File: src/rtl/core/apvt_pkg.sv
package apvt_pkg;

    // fraction bits of the signed fixed-point format
    localparam int FRAC_BITS = 16;

    // coefficient store: three rows of four
    localparam int NROWS  = 3;
    localparam int NCOLS  = 4;
    localparam int NCOEF  = NROWS * NCOLS;
    localparam int IDX_W  = 4;
    localparam int DATA_W = 32;

    // full product, shifted product and sum widths
    localparam int PROD_W = 2 * DATA_W;
    localparam int SHR_W  = PROD_W - FRAC_BITS;
    localparam int SUM_W  = SHR_W + 2;

    // fixed-point one, reset value of the diagonal
    localparam logic signed [DATA_W-1:0] COEF_ONE = DATA_W'(1) <<< FRAC_BITS;

    // request operation codes
    typedef enum logic [1:0] {
        OP_LOAD  = 2'd0,
        OP_POINT = 2'd1,
        OP_DIR   = 2'd2
    } t_op;

    typedef logic signed [DATA_W-1:0] t_coef;
    typedef t_coef t_row [NCOLS];
    typedef t_coef t_mat [NCOEF];

    // coefficient write port
    typedef struct packed {
        logic              en;
        logic [IDX_W-1:0]  idx;
        logic [DATA_W-1:0] data;
    } t_coef_wr;

endpackage

File: src/rtl/core/apvt_coef_regs.sv
module apvt_coef_regs (
    input  logic               i_clk,
    input  logic               i_rst_n,
    input  apvt_pkg::t_coef_wr i_wr,
    output apvt_pkg::t_mat     o_mat
);

    apvt_pkg::t_mat r_coef;

    // coefficient registers, identity rows after reset
    always_ff @(posedge i_clk) begin
        if (!i_rst_n) begin
            for (int i = 0; i < apvt_pkg::NCOEF; i++) begin
                if (i == 0 || i == apvt_pkg::NCOLS + 1 || i == 2 * apvt_pkg::NCOLS + 2) begin
                    r_coef[i] <= apvt_pkg::COEF_ONE;
                end else begin
                    r_coef[i] <= '0;
                end
            end
        end else if (i_wr.en && (i_wr.idx < apvt_pkg::IDX_W'(apvt_pkg::NCOEF))) begin
            r_coef[i_wr.idx] <= $signed(i_wr.data);
        end
    end

    assign o_mat = r_coef;

endmodule

File: config.mk
export PLATFORM = sky130hd
export DESIGN_NAME = apvt_coef_regs
export DESIGN_NICKNAME = d
export VERILOG_FILES = /design/src/rtl/core/apvt_pkg.sv /design/src/rtl/core/apvt_coef_regs.sv
export SDC_FILE = /design/constraint.sdc
export NUM_CORES = 1
export LEC_CHECK = 0
export ABC_AREA = 1
export BUFFER_PORTS_ARGS = -buffer_cell sky130_fd_sc_hd__buf_2
export CORE_MARGIN = 2
export CORE_UTILIZATION = 52
export CTS_CLUSTER_DIAMETER = 100
export DETAILED_ROUTE_END_ITERATION = 16
export PLACE_DENSITY = 0.8
export SETUP_SLACK_MARGIN = 0.5
export SYNTH_ARGS = -nofsm -noshare
export SYNTH_HDL_FRONTEND = slang
export SYNTH_SLANG_ARGS = --single-unit
File: constraint.sdc
create_clock -name i_clk -period 1.2 [get_ports i_clk]
set_input_delay 0.12 -clock i_clk [delete_from_list [all_inputs] [get_ports i_clk]]
set_output_delay 0.12 -clock i_clk [all_outputs]
set_load 0.1 [all_outputs]
==> metrics.txt, run 1 <==
# TYPE chip_impl_metric gauge
chip_impl_metric{name="numClockSinks",unit=""} 384
chip_impl_metric{name="syn_avg_cell_area",unit="um^2"} 6.753
chip_impl_info{name="worst_endpoint",value="o_mat[151]"} 1
chip_impl_info{name="failed_stage",value="global routing (5_1_grt)"} 1
chip_impl_metric{name="synth.net_count",unit=""} 2201
chip_impl_metric{name="synth.ff_latch_count",unit=""} 384
chip_impl_metric{name="place.detailed.hpwl",unit="um"} 34380
chip_impl_metric{name="synth_mux_area_share",unit="%"} 0
chip_impl_metric{name="portBuffers",unit=""} 422
chip_impl_metric{name="placedCellCount",unit=""} 2893
chip_impl_metric{name="cts_made_buffers",unit=""} 39
chip_impl_metric{name="htreeDepth",unit=""} 2
chip_impl_metric{name="number_of_ports_placed_on_the_die_boundary",unit=""} 423
chip_impl_metric{name="mappedNetlistArea",unit="mm^2"} 0.01460
chip_impl_metric{name="xor_xnor_fraction_of_synth_area",unit="%"} 0
chip_impl_metric{name="grt_start_max_net_pins",unit=""} 93
chip_impl_info{name="synth_top_family_by_area",value="simple AND/OR/NAND/NOR gates"} 1
chip_impl_info{name="tool.error",value="[ERROR DPL-0038] Utilization greater than 100%, impossible to legalize"} 1
chip_impl_metric{name="rows",unit=""} 61
chip_impl_metric{name="portion_of_the_post_synthesis_area_used_by_sequential_elements",unit="%"} 52.66
chip_impl_metric{name="dieWidth",unit="um"} 171.6
chip_impl_metric{name="post_synth_inst_count",unit=""} 2162
chip_impl_metric{name="post_synthesis_compound_gate_area_fraction",unit="%"} 0.06856
chip_impl_metric{name="synth_fa_ha_area_share",unit="%"} 0
chip_impl_metric{name="synth_cell_types",unit=""} 15
chip_impl_metric{name="globalplace.congestion",unit=""} 0.8628
chip_impl_metric{name="post_dp_cell_area",unit="mm^2"} 0.02114
chip_impl_metric{name="post_synth_and_or_nand_nor_area_fraction",unit="%"} 41.04
chip_impl_metric{name="synth-warning-count",unit=""} 0
chip_impl_info{name="clock-root-buffer",value="sky130_fd_sc_hd__clkbuf_16"} 1
chip_impl_info{name="worst_path_end_type",value="top-level output"} 1
chip_impl_info{name="status",value="did not finish"} 1
chip_impl_metric{name="ctsLongestPathBuffers",unit=""} 3
chip_impl_metric{name="starting_density_of_the_core",unit="%"} 52.69
chip_impl_metric{name="floorplan.die.height",unit="um"} 171.6
==> cells in the mapped netlist, drive strengths merged <==
| cell type | number | area share [%] |
|---|---|---|
| o21ai | 2 | 0.069 |
| nand2 | 739 | 19 |
| inv | 66 | 1.7 |
| nand4 | 33 | 1.4 |
| nor2 | 776 | 20 |
| clkbuf | 74 | 1.9 |
| clkinv | 1 | 0.026 |
| nand3 | 8 | 0.34 |
| dfxtp | 384 | 53 |
| buf | 79 | 2.6 |
==> repair_timing <==
item                                    4_1_cts
cloned                                        4
endpoints found under the hold margin        35
resized for setup                           984
hold buffers                                 32
endpoints found under the setup margin      575
pin swaps                                     2
setup buffers                                17
==> through the flow <==
stage,util [%],hold slack [ns],setup WS [ns],setup TNS (ns)
after floorplan,-,0.2454,0.2326,0
after global placement,76.31,0.3520,-0.08037,-5.749
after detailed placement,76.31,0.3662,-0.1262,-14.49
after CTS,96.05,0.01037,-0.01687,-0.07788
==> kinds of logic after synthesis <==
family | Yosys count
simple gates | 1556
flops | 384
buf+inv | 220
compound gates | 2
==> inputs of run 2 (changes only) <==
--- a/config.mk
+++ b/config.mk
@@ -8,11 +8,9 @@
 export ABC_AREA = 1
 export BUFFER_PORTS_ARGS = -buffer_cell sky130_fd_sc_hd__buf_2
 export CORE_MARGIN = 2
-export CORE_UTILIZATION = 52
-export CTS_CLUSTER_DIAMETER = 100
+export CORE_UTILIZATION = 40
 export DETAILED_ROUTE_END_ITERATION = 16
-export PLACE_DENSITY = 0.8
-export SETUP_SLACK_MARGIN = 0.5
+export PLACE_DENSITY_LB_ADDON = 0.15
 export SYNTH_ARGS = -nofsm -noshare
 export SYNTH_HDL_FRONTEND = slang
 export SYNTH_SLANG_ARGS = --single-unit
==> run 2 against run 1 <==
Net effect:
- the flow now finishes, with violations (negative setup slack)
- area after synthesis stayed put
- synthesized cell count unchanged
==> metrics.txt, run 2 <==
# TYPE chip_impl_metric gauge
chip_impl_metric{name="arrival",unit="ns"} 1.11
chip_impl_metric{name="largest_register_ffs",unit=""} 384
chip_impl_metric{name="number_of_ports_placed_on_the_die_boundary",unit=""} 423
chip_impl_info{name="top_post_synthesis_cells_by_count",value="765 x sky130_fd_sc_hd__nor2_1, 739 x sky130_fd_sc_hd__nand2_1, 384 x sky130_fd_sc_hd__dfxtp_1, 74 x sky130_fd_sc_hd__clkbuf_1, 68 x sky130_fd_sc_hd__buf_2"} 1
chip_impl_metric{name="critical_path.n_buffers_inverters",unit=""} 1
chip_impl_info{name="element_type_at_the_critical_path_end",value="primary output"} 1
chip_impl_metric{name="place.detailed.hpwl",unit="um"} 34960
chip_impl_metric{name="timing.final.crit_share",unit="%"} 102.1
chip_impl_info{name="cp_cell_sequence",value="buf_12"} 1
chip_impl_metric{name="grt_start_max_net_pins",unit=""} 74
chip_impl_metric{name="final.min_clock_period",unit="ns"} 1.225
chip_impl_info{name="kind_of_launch_point_of_the_worst_setup_path",value="flip-flop"} 1
chip_impl_metric{name="post_synthesis_compound_gate_area_fraction",unit="%"} 0.06856
chip_impl_info{name="worst-setup-path-type",value="flip-flop to primary output"} 1
chip_impl_metric{name="vias_per_std_cell",unit=""} 4.920
chip_impl_metric{name="antenna_left",unit=""} 0
chip_impl_info{name="final_common_cell",value="sky130_fd_sc_hd__nor2_1"} 1
chip_impl_metric{name="synth_fa_ha_area_share",unit="%"} 0
chip_impl_metric{name="finalSetupViolations",unit=""} 163
chip_impl_metric{name="grt-ovfl-total",unit=""} 0
chip_impl_metric{name="layout_cells_sized_above_1",unit="%"} 37.72
chip_impl_info{name="failing_checks",value="negative setup slack"} 1
chip_impl_info{name="cts_tree",value="yes"} 1
chip_impl_metric{name="cap_viol_max_count",unit=""} 0
chip_impl_metric{name="finalMaxSlewViolations",unit=""} 0
chip_impl_info{name="synth_flop_cell",value="sky130_fd_sc_hd__dfxtp_1"} 1
chip_impl_metric{name="drtIter0Drc",unit=""} 942
chip_impl_metric{name="num-fill-cells",unit=""} 2264
chip_impl_metric{name="worst-slew-pin-transition",unit="ns"} 0.3571
chip_impl_metric{name="synth_cell_types",unit=""} 15
chip_impl_metric{name="synth-async-reset-ratio",unit="%"} 0
chip_impl_metric{name="post_synth_and_or_nand_nor_area_fraction",unit="%"} 41.04
chip_impl_metric{name="portion_of_the_post_synthesis_area_used_by_sequential_elements",unit="%"} 52.66
chip_impl_info{name="synth_top_family_by_area",value="simple AND/OR/NAND/NOR gates"} 1
chip_impl_metric{name="first_global_vias",unit=""} 15366
chip_impl_metric{name="worstSkewPairLatency",unit="ns"} 0.55
chip_impl_metric{name="critical_path.max_stage_delay",unit="ns"} 0.38
chip_impl_metric{name="floorplan.die.height",unit="um"} 195.0
chip_impl_info{name="yosys.cell_count.top_type",value="sky130_fd_sc_hd__nor2_1"} 1
chip_impl_info{name="clock-root-buffer",value="sky130_fd_sc_hd__clkbuf_16"} 1
chip_impl_metric{name="via_count",unit=""} 15330
chip_impl_metric{name="finish.net_count",unit=""} 2663
chip_impl_metric{name="pwr_density_cell",unit="mW/mm^2"} 1194
chip_impl_metric{name="drc_errors",unit=""} 0
chip_impl_metric{name="synth_top_cell_area_share",unit="%"} 52.66
chip_impl_metric{name="syn_avg_cell_area",unit="um^2"} 6.753
chip_impl_metric{name="leakage",unit="nW"} 11.23
chip_impl_metric{name="final_critical_path_setup_slack",unit="ns"} -0.02538
chip_impl_metric{name="core_area",unit="mm^2"} 0.03574
chip_impl_metric{name="synth.net_count",unit=""} 2201
chip_impl_metric{name="xor_xnor_fraction_of_synth_area",unit="%"} 0
chip_impl_metric{name="timing.slew.headroom",unit="%"} 76.14
chip_impl_metric{name="ir_drop",unit="V"} 0.0009225
chip_impl_metric{name="htreeDepth",unit=""} 2
chip_impl_metric{name="synth-warning-count",unit=""} 0
chip_impl_info{name="status",value="complete, but fails checks"} 1
chip_impl_metric{name="globalplace.congestion",unit=""} 0.8245
chip_impl_metric{name="antenna_violations_before_repair",unit=""} 4
chip_impl_metric{name="rows",unit=""} 69
chip_impl_info{name="mostFrequentLayoutCells",value="763 x sky130_fd_sc_hd__nor2_1, 739 x sky130_fd_sc_hd__nand2_1, 437 x sky130_fd_sc_hd__buf_12"} 1
chip_impl_metric{name="ctsLongestPathBuffers",unit=""} 3
chip_impl_metric{name="post-layout-total-power",unit="mW"} 31.52
chip_impl_metric{name="layout-area-overhead-vs-synth",unit="%"} 80.81
chip_impl_metric{name="dieWidth",unit="um"} 195.0
chip_impl_metric{name="report.final.hold_viol_count",unit=""} 0
chip_impl_metric{name="global_route_wire_length_before_repair",unit="um"} 89200
chip_impl_metric{name="routedWlPerCell",unit="um"} 19.10
chip_impl_metric{name="firstDrtPassIters",unit=""} 5
chip_impl_info{name="post-synth-top-area-cell",value="sky130_fd_sc_hd__dfxtp_1"} 1
chip_impl_metric{name="synth_enable_flop_cells",unit=""} 0
chip_impl_metric{name="routed_wirelength",unit="um"} 59520
chip_impl_info{name="critPathTopFamily",value="flip-flops"} 1
chip_impl_info{name="critical_path.slowest_cell",value="sky130_fd_sc_hd__dfxtp_4"} 1
chip_impl_metric{name="finalClockSkew",unit="ns"} 0
chip_impl_metric{name="post_synth_inst_count",unit=""} 2162
chip_impl_metric{name="layout.cell_area.non_filler",unit="mm^2"} 0.02640
chip_impl_metric{name="clk_transition_reported_paths",unit="ns"} 0.06
chip_impl_metric{name="crit_fanout",unit=""} 2
chip_impl_metric{name="worstPathRequired",unit="ns"} 1.08
chip_impl_metric{name="synth.ff_latch_count",unit=""} 384
chip_impl_metric{name="non_filler_cells_final",unit=""} 3116
chip_impl_metric{name="portBuffers",unit=""} 422
chip_impl_metric{name="floorplan.die_area",unit="mm^2"} 0.03804
chip_impl_info{name="worst_hold_path_type",value="input port to flip-flop"} 1
chip_impl_metric{name="fin_util",unit="%"} 73.85
chip_impl_metric{name="placedCellCount",unit=""} 2978
chip_impl_info{name="rsz0062_at_grt",value="true"} 1
chip_impl_metric{name="aggregate_global_route_resource_usage",unit="%"} 30.30
chip_impl_metric{name="cts_made_buffers",unit=""} 42
chip_impl_metric{name="mappedNetlistArea",unit="mm^2"} 0.01460
chip_impl_metric{name="synth_mux_area_share",unit="%"} 0
chip_impl_metric{name="max_freq",unit="MHz"} 816.1
chip_impl_metric{name="starting_density_of_the_core",unit="%"} 40.85
chip_impl_info{name="yosys-top-cells-area",value="sky130_fd_sc_hd__dfxtp_1 53%, sky130_fd_sc_hd__nor2_1 20%, sky130_fd_sc_hd__nand2_1 19%"} 1
chip_impl_metric{name="post_dp_cell_area",unit="mm^2"} 0.02027
chip_impl_metric{name="numClockSinks",unit=""} 384
-- run 2: cell counts after synthesis --
No cell type changed its count.
-- run 2: what timing repair did --
item	CTS	global route
hold buffers	33	0
buffers inserted	6	24
endpoints found under the hold margin	49	0
resized for setup	1108	43
setup endpoints to repair	384	387
gates cloned	0	0
-- run 2: final timing paths --
path | start | endpoint | slack (ns) | cells after the start
max reg2reg | o_mat[352]$_SDFFE_PN0P_ | o_mat[352]$_SDFFE_PN0P_ | 0.27 | 6
min reg2reg | o_mat[368]$_SDFFE_PN1P_ | o_mat[368]$_SDFFE_PN1P_ | 0.49 | 2
max | o_mat[372]$_SDFFE_PN0P_ | o_mat[372] | -0.03 | 1
min | i_wr[33] | o_mat[368]$_SDFFE_PN1P_ | 0.04 | 5
-- run 2: report_power, final --
group	total [mW]	switching [mW]	internal, mW
Clock	12.9	5.19	7.67
Sequential	13.3	0.332	12.9
Combinational	5.41	3.55	1.86
-- run 2: routing by layer --
metal,track usage (%),share of wire [%],vias up
met1,33.96,38,7145
met5,0,0,-
met2,53.08,49,658
li1,-,-,7357
met4,13.85,4.7,0
met3,8.929,8.1,170
-- run 2: cell families (layout without fill, tap and decap cells) --
kind of cell / after synthesis / count (layout)
compound gates: 2 / 2
buf+inv: 220 / 709
flops: 384 / 384
other cells: 0 / 4
simple gates: 1556 / 1556
-- run 2: metrics by stage --
| stage | setup TNS (ns) | worst slack (ns) | hold WS (ns) |
|---|---|---|---|
| final | -1.048 | -0.02538 | 0.03998 |
| after floorplan | 0 | 0.02039 | 0.2461 |
| after CTS | -7.631 | -0.05042 | 0.005181 |
| after detailed placement | -17.74 | -0.1713 | 0.3696 |
| after global placement | -12.15 | -0.1412 | 0.3584 |
| after global routing | -9.022 | -0.05055 | 0.06054 |
-- run 2: cell type report --
type                            instances  area (um^2)  share of cell area [%]
Antenna cell                            4        10.01                 0.03792
Clock buffer                           64         1267                   4.802
Clock inverter                          7        87.58                  0.3318
Inverter                               67        251.5                  0.9527
Multi-Input combinational cell       1558         6041                   22.88
Sequential cell                       384         8398                   31.81
Tap cell                              461        576.8                   2.185
Timing Repair Buffer                  571         9764                   36.99
Note: power is estimated with default switching activity, not from simulation.
==> inputs of run 3 (changes only) <==
--- a/config.mk
+++ b/config.mk
@@ -7,10 +7,12 @@
 export LEC_CHECK = 0
 export ABC_AREA = 1
 export BUFFER_PORTS_ARGS = -buffer_cell sky130_fd_sc_hd__buf_2
+export CELL_PAD_IN_SITES_DETAIL_PLACEMENT = 0
+export CELL_PAD_IN_SITES_GLOBAL_PLACEMENT = 1
 export CORE_MARGIN = 2
-export CORE_UTILIZATION = 40
+export CORE_UTILIZATION = 36
 export DETAILED_ROUTE_END_ITERATION = 16
-export PLACE_DENSITY_LB_ADDON = 0.15
+export PLACE_DENSITY = 0.86
 export SYNTH_ARGS = -nofsm -noshare
 export SYNTH_HDL_FRONTEND = slang
 export SYNTH_SLANG_ARGS = --single-unit
==> run 3 against run 2 <==
Net effect:
- the run still ends with negative setup slack left
- setup slack worse by 0.0034 ns
- sequential share of layout area is 0.14 points lower
- cell count is 2.4% higher
- register-to-register slack about the same
- clock power hardly changed
- global-route usage shrank 2.9 points
- count of clock-buffer cells in the layout is 4 higher
- clock skew is the same
- critical endpoint is now o_mat[347]
- largest cell class unchanged
==> metrics.txt, run 3 (synthesized netlist as in run 2, its figures left out) <==
# TYPE chip_impl_metric gauge
chip_impl_info{name="status",value="complete, but fails checks"} 1
chip_impl_info{name="failing_checks",value="negative setup slack"} 1
chip_impl_info{name="element_type_at_the_critical_path_end",value="primary output"} 1
chip_impl_metric{name="ir_drop",unit="V"} 0.0009242
chip_impl_metric{name="antenna_left",unit=""} 0
chip_impl_metric{name="grt_start_max_net_pins",unit=""} 82
chip_impl_metric{name="max_freq",unit="MHz"} 813.8
chip_impl_metric{name="htreeDepth",unit=""} 2
chip_impl_metric{name="largest_register_ffs",unit=""} 384
chip_impl_metric{name="cap_viol_max_count",unit=""} 0
chip_impl_metric{name="num-fill-cells",unit=""} 2891
chip_impl_metric{name="first_global_vias",unit=""} 15244
chip_impl_metric{name="finalMaxSlewViolations",unit=""} 0
chip_impl_metric{name="clk_transition_reported_paths",unit="ns"} 0.06
chip_impl_metric{name="cts_made_buffers",unit=""} 43
chip_impl_info{name="start_point_of_the_worst_min_delay_path",value="i_wr[36]"} 1
chip_impl_info{name="cts_tree",value="yes"} 1
chip_impl_metric{name="finalSetupViolations",unit=""} 305
chip_impl_info{name="critPathLaunch",value="o_mat[347]$_SDFFE_PN0P_"} 1
chip_impl_metric{name="final-seq-area",unit="mm^2"} 0.008373
chip_impl_info{name="worst_r2r_startpoint",value="o_mat[344]$_SDFFE_PN0P_"} 1
chip_impl_metric{name="finalClockSkew",unit="ns"} 0
chip_impl_metric{name="leakage",unit="nW"} 11.25
chip_impl_metric{name="drc_errors",unit=""} 0
chip_impl_info{name="regToRegEndpoint",value="o_mat[344]$_SDFFE_PN0P_"} 1
chip_impl_metric{name="final_critical_path_setup_slack",unit="ns"} -0.02875
chip_impl_metric{name="floorplan.die.height",unit="um"} 205.4
chip_impl_metric{name="portBuffers",unit=""} 422
chip_impl_info{name="rsz0062_at_grt",value="true"} 1
chip_impl_metric{name="wl_met3",unit="um"} 4452
chip_impl_metric{name="numClockSinks",unit=""} 384
chip_impl_metric{name="antenna_violations_before_repair",unit=""} 3
chip_impl_info{name="critical_path.slowest_cell",value="sky130_fd_sc_hd__dfxtp_2"} 1
chip_impl_info{name="mostFrequentLayoutCells",value="763 x sky130_fd_sc_hd__nor2_1, 739 x sky130_fd_sc_hd__nand2_1, 431 x sky130_fd_sc_hd__buf_12"} 1
chip_impl_metric{name="r2r_slack",unit="ns"} 0.26
chip_impl_metric{name="post-layout-total-power",unit="mW"} 31.63
chip_impl_metric{name="floorplan.die_area",unit="mm^2"} 0.04218
chip_impl_metric{name="firstDrtPassIters",unit=""} 6
chip_impl_metric{name="critical_path.n_buffers_inverters",unit=""} 1
chip_impl_metric{name="critical_path.max_stage_delay",unit="ns"} 0.37
chip_impl_metric{name="routedWlPerCell",unit="um"} 18.43
chip_impl_metric{name="grt-ovfl-total",unit=""} 0
chip_impl_metric{name="crit_fanout",unit=""} 2
chip_impl_metric{name="drtIter0Drc",unit=""} 897
chip_impl_metric{name="report.final.hold_viol_count",unit=""} 0
chip_impl_info{name="worst_hold_path_type",value="input port to flip-flop"} 1
chip_impl_metric{name="final.min_clock_period",unit="ns"} 1.229
chip_impl_metric{name="layout-area-overhead-vs-synth",unit="%"} 81.07
chip_impl_metric{name="routed_wirelength",unit="um"} 58820
chip_impl_metric{name="worstPathRequired",unit="ns"} 1.08
chip_impl_metric{name="ctsLongestPathBuffers",unit=""} 3
chip_impl_metric{name="dieWidth",unit="um"} 205.4
chip_impl_info{name="worst-setup-path-type",value="flip-flop to primary output"} 1
chip_impl_metric{name="ff2ff_path_depth",unit=""} 4
chip_impl_metric{name="multi_input_area",unit="mm^2"} 0.006041
chip_impl_metric{name="detail_route.wirelength.met1",unit="um"} 22730
chip_impl_info{name="top_layer",value="met4"} 1
chip_impl_info{name="cp_cell_sequence",value="buf_12"} 1
chip_impl_metric{name="core_area",unit="mm^2"} 0.03991
chip_impl_metric{name="global_route_wire_length_before_repair",unit="um"} 88130
chip_impl_metric{name="placedCellCount",unit=""} 3052
chip_impl_metric{name="non_filler_cells_final",unit=""} 3191
chip_impl_info{name="kind_of_launch_point_of_the_worst_setup_path",value="flip-flop"} 1
chip_impl_metric{name="place.detailed.hpwl",unit="um"} 36300
chip_impl_metric{name="globalplace.congestion",unit=""} 0.8190
chip_impl_metric{name="via_count",unit=""} 15244
chip_impl_metric{name="number_of_ports_placed_on_the_die_boundary",unit=""} 423
chip_impl_metric{name="rows",unit=""} 73
chip_impl_metric{name="pwr_density_cell",unit="mW/mm^2"} 1196
chip_impl_info{name="critPathTopFamily",value="flip-flops"} 1
chip_impl_metric{name="finish.net_count",unit=""} 2669
chip_impl_metric{name="layout_cells_sized_above_1",unit="%"} 37.90
chip_impl_metric{name="routed-wl-met2",unit="um"} 28300
chip_impl_metric{name="vias_per_std_cell",unit=""} 4.777
chip_impl_metric{name="worstSkewPairLatency",unit="ns"} 0.55
chip_impl_metric{name="timing.final.crit_share",unit="%"} 102.4
chip_impl_info{name="worst_setup_path_endpoint",value="o_mat[347]"} 1
chip_impl_info{name="clock-root-buffer",value="sky130_fd_sc_hd__clkbuf_16"} 1
chip_impl_info{name="final_common_cell",value="sky130_fd_sc_hd__nor2_1"} 1
chip_impl_metric{name="depth_of_the_critical_timing_path_with_buffers_and_inverters_included",unit=""} 1
chip_impl_metric{name="timing.slew.headroom",unit="%"} 74.39
chip_impl_metric{name="aggregate_global_route_resource_usage",unit="%"} 27.40
chip_impl_metric{name="arrival",unit="ns"} 1.11
chip_impl_metric{name="worst-slew-pin-transition",unit="ns"} 0.3832
chip_impl_metric{name="starting_density_of_the_core",unit="%"} 36.58
chip_impl_metric{name="setup_tns",unit="ns"} -2.659
==> run 3: worst reg2reg max path, stage by stage, from the launching register on <==
cell                      delay, ns
sky130_fd_sc_hd__dfxtp_4       0.36
sky130_fd_sc_hd__buf_4         0.14
sky130_fd_sc_hd__buf_4         0.12
sky130_fd_sc_hd__nor2_1        0.11
sky130_fd_sc_hd__nor2_1        0.09
==> run 3: worst min path at each step <==
stage	end	slack (ns)	cells after the start
finish	o_mat[208]$_SDFFE_PN1P_	0.07	4
detailed placement	o_mat[359]$_SDFFE_PN0P_	0.37	3
CTS	o_mat[208]$_SDFFE_PN1P_	0.04	4
floorplan	o_mat[208]$_SDFFE_PN1P_	0.25	2
global placement	o_mat[379]$_SDFFE_PN0P_	0.36	3
global route	o_mat[368]$_SDFFE_PN1P_	0.09	5
==> run 3: final cells by class <==
cell class                 count  share of cell area (%)
clock inverter                 9                  0.2745
multi-input combinational   1558                   22.85
timing repair buffer         576                   36.76
tap                          525                   2.485
inverter                      67                  0.9514
sequential                   384                   31.68
antenna                        4                 0.03787
clock buffer                  68                   4.965
==> run 3: metrics by stage <==
stage	cell area [um^2]	setup slack (ns)	hold WS, ns	utilization, %
3_5_place_dp	20840	-0.1350	0.3696	52.22
6_report	26430	-0.02875	0.07403	66.23
4_1_cts	26180	-0.06179	0.03584	65.59
3_3_place_gp	20840	-0.1388	0.3587	52.22
2_1_floorplan	15080	0.02039	0.2461	-
5_1_grt	26430	-0.06530	0.08556	66.21
==> run 3: power breakdown <==
group / leakage (nW) / switching, mW / internal [mW]
clock: 0.683 / 5.29 / 7.69
sequential: 3.32 / 0.323 / 12.9
combinational: 7.25 / 3.53 / 1.86
total: 11.2 / 9.14 / 22.5
==> run 3: what timing repair did <==
action                                 CTS  global route
setup buffers                            8            16
pin swaps                                0             0
hold buffers                            34             0
gates resized for setup                958            49
setup endpoints to repair              384           384
endpoints found under the hold margin   56             0
==> run 3: per-layer routing <==
metal	vias to the layer above	global-route usage, %
met2	658	45.68
met1	7036	32.07
met5	-	0
met3	175	7.111
met4	0	15.21
li1	7375	-
